`src/rtl/eucd_pkg.sv`:
```
// ----------------------------------------------------------------------------
// eucd_pkg
// Shared widths, controller states and the command/status bundles that join
// the euclidean distance controller and datapath.
// ----------------------------------------------------------------------------
package eucd_pkg;

  localparam int SAMPLE_W  = 16;
  localparam int DIFF_W    = SAMPLE_W + 1;
  localparam int SQ_W      = 2 * SAMPLE_W;
  localparam int SUM_W     = 46;
  localparam int DIST_W    = SUM_W / 2;
  localparam int REM_W     = DIST_W + 2;
  localparam int STEP_W    = $clog2(DIST_W);
  localparam int IN_DATA_W = 32;
  localparam int OUT_DATA_W = 24;

  localparam logic [STEP_W-1:0] LastStep = STEP_W'(DIST_W - 1);

  typedef enum logic [2:0] {
    ST_IDLE,
    ST_MUL,
    ST_ACC,
    ST_ROOT,
    ST_DONE
  } state_t;

  typedef struct packed {
    logic load;        // capture an input pair
    logic mul;         // register the squared difference
    logic acc;         // add the square into the running sum
    logic root_start;  // move the sum into the root unit, clear the sum
    logic root_step;   // one root bit
    logic out_load;    // present the result
  } cmd_t;

  typedef struct packed {
    logic last;        // captured pair closes the vector
    logic root_last;   // root unit is on its final bit
    logic out_free;    // output register can take a result this cycle
  } status_t;

endpackage

```
`src/rtl/eucd_ctrl.sv`:
```
// ----------------------------------------------------------------------------
// eucd_ctrl
// Sequencer for one element pair at a time: capture, square, accumulate, and
// on the last pair run the bit-serial square root and hand off the result.
// ----------------------------------------------------------------------------
module eucd_ctrl (
  input  logic             clk,
  input  logic             rst,
  input  logic             s_tvalid,
  output logic             s_tready,
  input  eucd_pkg::status_t sts,
  output eucd_pkg::cmd_t    cmd
);
  import eucd_pkg::*;

  state_t state;
  state_t state_next;

  always_ff @(posedge clk) begin
    if (rst) begin
      state <= ST_IDLE;
    end else begin
      state <= state_next;
    end
  end

  always_comb begin
    state_next = state;
    cmd        = '0;
    s_tready   = 1'b0;
    case (state)
      ST_IDLE: begin
        s_tready = 1'b1;
        if (s_tvalid) begin
          cmd.load   = 1'b1;
          state_next = ST_MUL;
        end
      end
      ST_MUL: begin
        cmd.mul    = 1'b1;
        state_next = ST_ACC;
      end
      ST_ACC: begin
        cmd.acc = 1'b1;
        if (sts.last) begin
          state_next = ST_ROOT;
        end else begin
          state_next = ST_IDLE;
        end
      end
      ST_ROOT: begin
        // one root bit per cycle, the sum was handed over in the accumulate cycle
        cmd.root_step = 1'b1;
        if (sts.root_last) begin
          state_next = ST_DONE;
        end
      end
      ST_DONE: begin
        if (sts.out_free) begin
          cmd.out_load = 1'b1;
          state_next   = ST_IDLE;
        end
      end
      default: begin
        state_next = ST_IDLE;
      end
    endcase
    // sum is handed to the root unit as the accumulate of the last pair lands
    cmd.root_start = (state == ST_ACC) && sts.last;
  end

`ifndef SYNTHESIS
  a_no_input_while_busy: assert property (@(posedge clk) disable iff (rst)
    (state != ST_IDLE) |-> !s_tready)
    else $error("input taken while a pair is in flight");

  a_short_pair_returns: assert property (@(posedge clk) disable iff (rst)
    (state == ST_ACC && !sts.last) |=> (state == ST_IDLE))
    else $error("non-final pair did not return to idle");

  a_load_only_when_free: assert property (@(posedge clk) disable iff (rst)
    cmd.out_load |-> sts.out_free)
    else $error("result loaded over an untaken result");

  a_one_datapath_op: assert property (@(posedge clk) disable iff (rst)
    $onehot0({cmd.load, cmd.mul, cmd.root_step, cmd.out_load}))
    else $error("conflicting datapath commands");
`endif

endmodule

```
`src/rtl/eucd_dp.sv`:
```
// ----------------------------------------------------------------------------
// eucd_dp
// Datapath: pair capture, absolute difference and square, saturating 46-bit
// accumulator, restoring square root one bit per cycle, output register.
// ----------------------------------------------------------------------------
module eucd_dp (
  input  logic                              clk,
  input  logic                              rst,
  input  logic [eucd_pkg::SAMPLE_W-1:0]     elem_a,
  input  logic [eucd_pkg::SAMPLE_W-1:0]     elem_b,
  input  logic                              last_elem,
  input  eucd_pkg::cmd_t                    cmd,
  output eucd_pkg::status_t                 sts,
  output logic                              m_tvalid,
  input  logic                              m_tready,
  output logic [eucd_pkg::DIST_W-1:0]       distance,
  output logic                              sum_saturated
);
  import eucd_pkg::*;

  logic [SAMPLE_W-1:0] a_reg;
  logic [SAMPLE_W-1:0] b_reg;
  logic                last_reg;
  logic [SQ_W-1:0]     sq_reg;
  logic [SUM_W-1:0]    sum;
  logic                sat;
  logic [SUM_W-1:0]    rad;
  logic [REM_W-1:0]    rem;
  logic [DIST_W-1:0]   root;
  logic                root_sat;
  logic [STEP_W-1:0]   step;

  logic [DIFF_W-1:0]   diff;
  logic [SAMPLE_W-1:0] mag;
  logic [SUM_W:0]      sum_wide;
  logic [REM_W+1:0]    rem_shift;
  logic [REM_W+1:0]    trial;
  logic [REM_W+1:0]    rem_sub;
  logic                fits;

  always_comb begin
    diff      = {a_reg[SAMPLE_W-1], a_reg} - {b_reg[SAMPLE_W-1], b_reg};
    mag       = diff[DIFF_W-1] ? SAMPLE_W'(-diff) : diff[SAMPLE_W-1:0];
    sum_wide  = {1'b0, sum} + (SUM_W+1)'(sq_reg);
    rem_shift = {rem, rad[SUM_W-1 -: 2]};
    trial     = (REM_W+2)'({root, 2'b01});
    rem_sub   = rem_shift - trial;
    fits      = rem_shift >= trial;
  end

  always_ff @(posedge clk) begin
    if (cmd.load) begin
      a_reg    <= elem_a;
      b_reg    <= elem_b;
      last_reg <= last_elem;
    end
    if (cmd.mul) begin
      sq_reg <= SQ_W'(mag) * SQ_W'(mag);
    end
    // sum of the last pair goes straight to the root unit
    if (cmd.root_start) begin
      rad      <= sum_wide[SUM_W] ? {SUM_W{1'b1}} : sum_wide[SUM_W-1:0];
      root_sat <= sat | sum_wide[SUM_W];
      rem      <= '0;
      root     <= '0;
    end else if (cmd.root_step) begin
      rad  <= {rad[SUM_W-3:0], 2'b00};
      rem  <= fits ? rem_sub[REM_W-1:0] : rem_shift[REM_W-1:0];
      root <= {root[DIST_W-2:0], fits};
    end
    if (cmd.out_load) begin
      distance      <= root;
      sum_saturated <= root_sat;
    end
  end

  always_ff @(posedge clk) begin
    if (rst) begin
      sum      <= '0;
      sat      <= 1'b0;
      step     <= '0;
      m_tvalid <= 1'b0;
    end else begin
      if (cmd.root_start) begin
        sum <= '0;
        sat <= 1'b0;
      end else if (cmd.acc) begin
        if (sum_wide[SUM_W]) begin
          sum <= {SUM_W{1'b1}};
          sat <= 1'b1;
        end else begin
          sum <= sum_wide[SUM_W-1:0];
        end
      end
      if (cmd.root_start) begin
        step <= '0;
      end else if (cmd.root_step) begin
        step <= step + 1'b1;
      end
      if (cmd.out_load) begin
        m_tvalid <= 1'b1;
      end else if (m_tready) begin
        m_tvalid <= 1'b0;
      end
    end
  end

  always_comb begin
    sts.last      = last_reg;
    sts.root_last = (step == LastStep);
    sts.out_free  = !m_tvalid || m_tready;
  end

endmodule

```
`src/rtl/euclidean_distance.sv`:
```
// ----------------------------------------------------------------------------
// euclidean_distance
// Streams two signed 16-bit fixed-point vectors one element pair per
// transfer, accumulates the squared differences into a 46-bit saturating sum
// and, on the pair marked with tlast, returns the floor square root of that
// sum in the input scale; tuser flags a saturated sum. Each pair passes
// through capture, 16x16 square and accumulate before the next is accepted.
// The final pair then runs the one-bit-per-cycle square root and loads the
// output register once it is free; the result then waits in the output
// register while the next vector streams in, holding back only the next
// result's load into the output register.
// ----------------------------------------------------------------------------
module euclidean_distance (
  input  logic                             clk,
  input  logic                             rst,
  input  logic                             s_tvalid,
  output logic                             s_tready,
  input  logic [eucd_pkg::IN_DATA_W-1:0]   s_tdata,   // elem_a [15:0], elem_b [31:16]
  input  logic                             s_tlast,   // last_elem
  output logic                             m_tvalid,
  input  logic                             m_tready,
  output logic [eucd_pkg::OUT_DATA_W-1:0]  m_tdata,   // distance [22:0], zero [23]
  output logic [0:0]                       m_tuser    // sum_saturated [0]
);
  import eucd_pkg::*;

  cmd_t              cmd;
  status_t           sts;
  logic [DIST_W-1:0] distance;
  logic              sum_saturated;

  eucd_ctrl u_ctrl (
    .clk      (clk),
    .rst      (rst),
    .s_tvalid (s_tvalid),
    .s_tready (s_tready),
    .sts      (sts),
    .cmd      (cmd)
  );

  eucd_dp u_dp (
    .clk           (clk),
    .rst           (rst),
    .elem_a        (s_tdata[SAMPLE_W-1:0]),
    .elem_b        (s_tdata[2*SAMPLE_W-1:SAMPLE_W]),
    .last_elem     (s_tlast),
    .cmd           (cmd),
    .sts           (sts),
    .m_tvalid      (m_tvalid),
    .m_tready      (m_tready),
    .distance      (distance),
    .sum_saturated (sum_saturated)
  );

  assign m_tdata = OUT_DATA_W'(distance);
  assign m_tuser = sum_saturated;

endmodule
```
`config.mk`:
```
export PLATFORM = sky130hd
export DESIGN_NAME = euclidean_distance
export DESIGN_NICKNAME = d
export VERILOG_FILES = /design/src/rtl/eucd_pkg.sv /design/src/rtl/eucd_ctrl.sv /design/src/rtl/eucd_dp.sv /design/src/rtl/euclidean_distance.sv
export SDC_FILE = /design/constraint.sdc
export NUM_CORES = 1
export LEC_CHECK = 0
export BUFFER_PORTS_ARGS = -buffer_cell sky130_fd_sc_hd__buf_4
export CORE_MARGIN = 2
export CORE_UTILIZATION = 43
export CTS_CLUSTER_DIAMETER = 50
export DETAILED_ROUTE_END_ITERATION = 10
export SLEW_MARGIN = 20
export SYNTH_ARGS = -nofsm -noshare
export SYNTH_HDL_FRONTEND = slang
export SYNTH_SLANG_ARGS = --single-unit
```
`constraint.sdc`:
```
create_clock -name clk -period 8.5 [get_ports clk]
set_input_delay 2.55 -clock clk [delete_from_list [all_inputs] [get_ports clk]]
set_output_delay 2.55 -clock clk [all_outputs]
set_load 0.02 [all_outputs]
```
# [Word level (Yosys, flattened, before mapping)]
# Cells that the tools add are included.
[totals] output_inout_bits=27 elab_cells=60 reg_bits=240
[classes] bitwise=1 eq_ne=8 add_sub_neg=5 reduce_logical=9 order_cmp=1 mul=1 mux=20
[ops] operator="46-bit 2-to-1 mux" n=3
[ops] operator="46-bit by 32-bit adder with 47-bit output" n=1
[ops] operator="16-bit by 16-bit multiplier with 32-bit output" n=1
[ops] operator="27-bit by 25-bit greater-or-equal comparator with 1-bit output" n=1
[ops] operator="25-bit 2-to-1 mux" n=1
[ops] operator="25-bit subtractor" n=1
[ops] operator="16-bit by 16-bit subtractor with 17-bit output" n=1
[ops] operator="16-bit 2-to-1 mux" n=1
[ops] operator="16-bit negator" n=1
[ops] operator="3-bit one-hot mux with 5 select lines" n=1
[ops] operator="1-bit 2-to-1 mux" n=10
[ops] operator="3-bit 2-to-1 mux" n=3
[ops] operator="3-bit by 2-bit == test with 1-bit output, second input constant" n=2
[ops] operator="2-bit inequality test, second input constant" n=3
[ops] operator="5-bit by 1-bit adder with 5-bit output, second input constant" n=1
[ops] operator="5-bit == test, second input constant" n=1
[ops] operator="2-bit nonzero test" n=2
[ops] operator="3-bit by 1-bit == test with 1-bit output, second input constant" n=1
[ops] operator="3-bit == test, second input constant" n=1
[ops] operator="3-bit logical NOT" n=1
[ops] operator="3-bit AND reduction" n=1
[ops] operator="2-bit 2-to-1 mux" n=1
[ops] operator="2-bit AND reduction" n=1
[ops] operator="2-bit OR reduction" n=1
[ops] operator="4 further kinds" n=4

# [Logic depth before layout (Yosys ltp)]
[logic_depth] ltp_word=5 depth_mapped=38 ltp_nobuf=37

# [Modules after synthesis]
# Synthesis repeated with hierarchy kept, for this count alone.
[hier_totals] cells_unflattened=2234 hier_area_um2=20604.8
[modules_own_cells] module="eucd_dp" area_per_inst_um2=20388.3 n_inst=1 cells_per_inst=2206 seq_area_each_um2=6075.8
[modules_own_cells] module="eucd_ctrl" area_per_inst_um2=205.2 n_inst=1 cells_per_inst=26 seq_area_each_um2=60.1
[modules_own_cells] module="euclidean_distance" area_per_inst_um2=11.3 n_inst=1 cells_per_inst=2 seq_area_each_um2=0.0

# [Worst setup path after synthesis]
# No wires, ideal clock.
[synth_path] kind="reg-to-reg" startpoint="register u_dp.b_reg[0]" endpoint="register u_dp.sq_reg[31] (data pin)" t_required_ns=8.240 arrival_ns=8.480 period_less_slack_ns=8.740 stages_incl_launch_ff=34 n_path_buf=1 slack_ns=-0.240 path_cell_list="edfxtp_1 -> ha_1 -> fa_1 -> nand2b_1 -> a21oi_1 -> o21ai_2 -> a211oi_4 -> o2111ai_4 -> a211oi_4 -> a31oi_1 -> xnor2_1 -> buf_4 -> inv_2 -> nand2_1 -> fa_1 -> inv_1 -> fa_1 -> fa_1 -> fa_1 -> fa_1 -> inv_1 -> fa_1 -> inv_1 -> ha_1 -> and3_1 -> and3_1 -> inv_1 -> a31oi_1 -> o221a_2 -> o221a_2 -> o41ai_1 -> nor3_1 -> nor3b_1 -> xnor2_1"
[synth_between] elab_chain_len=4
[synth_rtl] item="from (decl)" line_no="eucd_dp.sv:22" source="logic [SAMPLE_W-1:0] b_reg;"
[synth_rtl] item="from (signal assigned)" line_no="eucd_dp.sv:54" source="b_reg <= elem_b;"
[synth_rtl] item="16-bit by 16-bit subtractor with 17-bit output *" line_no="eucd_dp.sv:42" source="diff = {a_reg[SAMPLE_W-1], a_reg} - {b_reg[SAMPLE_W-1], b_reg};"
[synth_rtl] item="16-bit negator" line_no="eucd_dp.sv:43" source="mag = diff[DIFF_W-1] ? SAMPLE_W'(-diff) : diff[SAMPLE_W-1:0];"
[synth_rtl] item="16-bit 2-to-1 mux *" line_no="eucd_dp.sv:43"
[synth_rtl] item="16-bit by 16-bit multiplier with 32-bit output *" line_no="eucd_dp.sv:58" source="sq_reg <= SQ_W'(mag) * SQ_W'(mag);"
[synth_rtl] item="to (signal assigned)" line_no="eucd_dp.sv:58"
[synth_rtl] item="to (decl)" line_no="eucd_dp.sv:24" source="logic [SQ_W-1:0] sq_reg;"
# Every way passes the cells marked *; elsewhere a longest branch is shown, timed or not.
# A chain may end at the register's enable or synchronous reset.

# [Final worst setup path]
[layout_path] startpoint="register u_dp.a_reg[1]" endpoint="register u_dp.sq_reg[31] (data pin)"
[layout_between] elab_chain_len=4
[layout_rtl] item="from (decl)" line_no="eucd_dp.sv:21" source="logic [SAMPLE_W-1:0] a_reg;"
[layout_rtl] item="from (signal assigned)" line_no="eucd_dp.sv:53" source="a_reg <= elem_a;"
[layout_rtl] item="16-bit by 16-bit subtractor with 17-bit output *" line_no="eucd_dp.sv:42"
[layout_rtl] item="16-bit negator" line_no="eucd_dp.sv:43"
[layout_rtl] item="16-bit 2-to-1 mux *" line_no="eucd_dp.sv:43"
[layout_rtl] item="16-bit by 16-bit multiplier with 32-bit output *" line_no="eucd_dp.sv:58"
# Marked as above.

==> impl_metrics.csv <==
group,metric,value,unit
worst_setup_path,crit_top_cell,"fa_1",
worst_setup_path,cp_data_arrival_time,8640,ps
timing,setup_viol_count_final,0,
clocking,clk_pin_slew,60,ps
status,status,"completed",
detailed_routing,drc,0,
synthesis,synth_cells,2178,
synthesis,synth_cell_types,91,
synthesis,synth.yosys.seq_area_share,30.42,%
synthesis,synth_edf_count,135,
detailed_routing,ant_nets,0,
timing,grt_setup_unrepaired,"yes",
synthesis,synth_top_cells_by_count,"inv_1, nor2_1, ha_1, nand2_1, fa_1",
hold_path,hold_path_class,"reg2reg",
cells_and_area,multi_input_area,13150,µm²
cells_and_area,syn_to_final_growth,19.04,%
detailed_routing,vias_per_cell,5.212,
detailed_routing,first_pass_iters,7,
worst_setup_path,crit_type,"reg2reg",
detailed_routing,vias,15560,
cells_and_area,drive_above_1_share,17.78,%
timing,period_share,97.87,%
clocking,cts_root_buf,"clkbuf_16",
place,io_buffer_count,62,
detailed_routing,wl_per_cell,15.76,µm
place,hpwlAfterDp,36000,µm
global_route,grt_use_total,19.85,%
clocking,clock_latency,580,ps
worst_setup_path,reg2reg_from,"u_dp.a_reg[1]",
hold_path,hp-start,"u_dp.root_sat",
synthesis,synth_area,20170,µm²
place,gp_congestion,0.8647,
synthesis,synth_top_area_share,20.10,%
place,pre_cts_ws,-519.6,ps
timing,max_freq,120.2,MHz
synthesis,synthTopCellsByArea,"edfxtp_1, fa_1, ha_1, dfxtp_1, inv_1",
worst_setup_path,critPathLaunchType,"flip-flop",
worst_setup_path,crit_slowest_cell,"fa_1",
synthesis,yosysMostFrequentCell,"inv_1",
floorplanning,dieArea,48660,µm²
worst_setup_path,r2r_slack,180,ps
worst_setup_path,required,8820,ps
worst_setup_path,path_buf_inv,8,
worst_setup_path,crit_path_end_kind,"flip-flop",
worst_setup_path,slowest_delay,530,ps
worst_setup_path,crit_family,"adder cells",
clocking,cts_max_path_buffers,3,
timing,slew_viol_final,0,
hold_path,min_path_cells,0,
synthesis,syn_area_per_cell,9.262,µm²
detailed_routing,totalWireLength,47070,µm
synthesis,ys_seq_elements,239,
global_route,grt_max_degree,74,
floorplanning,fp.coreArea,46460,µm²
global_route,antenna_found_initial,0,
global_route,grt_pass1_wl,79000,µm
cells_and_area,n_antenna_cell,0,
floorplanning,fp.dieH,220.6,µm
cells_and_area,n_fill_cell,4285,
timing,hold_viol,0,
timing,tightest_slew,900.4,ps
global_route,grt_pass1_vias,16180,
job,maxCapViolations,0,
synthesis,synthArstFlopShare,0,%
floorplanning,die_w,220.6,µm
synthesis,synth_nets,2554,
floorplanning,ios,64,
clocking,cts_sinks,239,
timing,fin_ws,181.2,ps
global_route,overflow,0,
hold_path,hold_end,"u_dp.sum_saturated",
clocking,cts_tree,"done",
worst_setup_path,reg2reg_to,"u_dp.sq_reg[31]",
cells_and_area,final_core_util,51.69,%
clocking,h-tree-depth,1,
worst_setup_path,ff2ff_path_depth,33,
floorplanning,rows,79,
synthesis,yosysTopAreaCell,"edfxtp_1",
timing,finClkSkew,11.25,ps
synthesis,synthFlopType,"edfxtp_1",
timing,min_period,8319,ps
timing,holdWs,424.0,ps
cells_and_area,register_area,6136,µm²
worst_setup_path,cp_max_fo,3,
floorplanning,start_util,43.42,%
timing,relSlewSlack,39.97,%
synthesis,synth_warnings,0,
clocking,cts_buffers,31,
cells_and_area,final_nets,2730,
detailed_routing,dr.first_iter.drc_count,877,
-- worst reg2reg max path, delay by kind of cell (launching register included) --
family / cells / cell delay (ps)
xor+xnor: 2 / 390
fa+ha+maj: 8 / 3490
simple gates: 5 / 740
buf+inv: 8 / 770
flops: 1 / 390
compound gates: 10 / 2250
-- repair_timing --
action	4_1_cts	5_1_grt
setup buffers	13	19
hold buffers	0	0
gates resized for setup	55	73
pin swaps	42	64
endpoints found under the setup margin	8	11
-- how the worst max path moves through the flow --
stage / cells past startpoint / from / slack [ps] / end
floorplan: 33 / u_dp.b_reg[0] / -20 / u_dp.sq_reg[31]
global placement: 34 / u_dp.b_reg[0] / -280 / u_dp.sq_reg[31]
detailed placement: 34 / u_dp.b_reg[0] / -520 / u_dp.sq_reg[31]
CTS: 32 / u_dp.a_reg[1] / -30 / u_dp.sq_reg[31]
global route: 34 / u_dp.b_reg[1] / -220 / u_dp.sq_reg[31]
finish: 33 / u_dp.a_reg[1] / 180 / u_dp.sq_reg[31]
-- per-stage QoR --
| step | std cells | TNS, ps | area (µm²) |
|---|---|---|---|
| after detailed placement | 2897 | -1609 | 22140 |
| after global placement | 2897 | -578.4 | 22140 |
| after floorplan | 2178 | -18.22 | 20230 |
| final | 2986 | 0 | 24010 |
| after global routing | 2986 | -600.8 | 24010 |
| after CTS | 2968 | -26.55 | 23550 |
-- cell usage in the layout (no fill, tap or decap), types with 18 or more instances in the layout --
cell type,count
a211oi_1,37
a21o_1,54
a21oi_1,124
a31oi_1,27
buf_4,203
clkbuf_16,32
dfxtp_1,104
edfxtp_1,135
fa_1,159
ha_1,162
inv_1,300
inv_2,18
nand2_1,152
nand3_1,44
nor2_1,212
nor3_1,21
o21ai_0,123
xnor2_1,62
xor2_1,34
-- cells by family after synthesis --
| kind of cell | count (synthesis) | synth area share [%] |
|---|---|---|
| AOI/OAI and AO/OA | 519 | 16.77 |
| xor gates and xnor gates | 109 | 5.086 |
| adders and majority gates | 339 | 27.13 |
| buffers and inverters | 398 | 7.561 |
| DFF | 239 | 30.42 |
| muxes | 8 | 0.3970 |
| other | 1 | 0.01859 |
| and+or+nand+nor | 565 | 12.62 |
-- area by class of cell --
class	instances	share of cell area (%)
timing repair buffer	217	7.076
sequential	239	25.55
inverter	324	5.107
multi-input combinational	1541	54.78
clock buffer	34	3.366
clock inverter	24	0.9588
tap	607	3.163
-- routing by layer --
metal / wire length [µm] / track usage, % / share of wire (%)
met5: 0 / 0 / 0
met4: 1132 / 5.622 / 2.4
met3: 1721 / 2.667 / 3.7
met2: 23000 / 35.31 / 49
met1: 21220 / 25.20 / 45
Power is not shown: default switching activity piles up to over one toggle a cycle in this logic, so the estimate is an artifact.
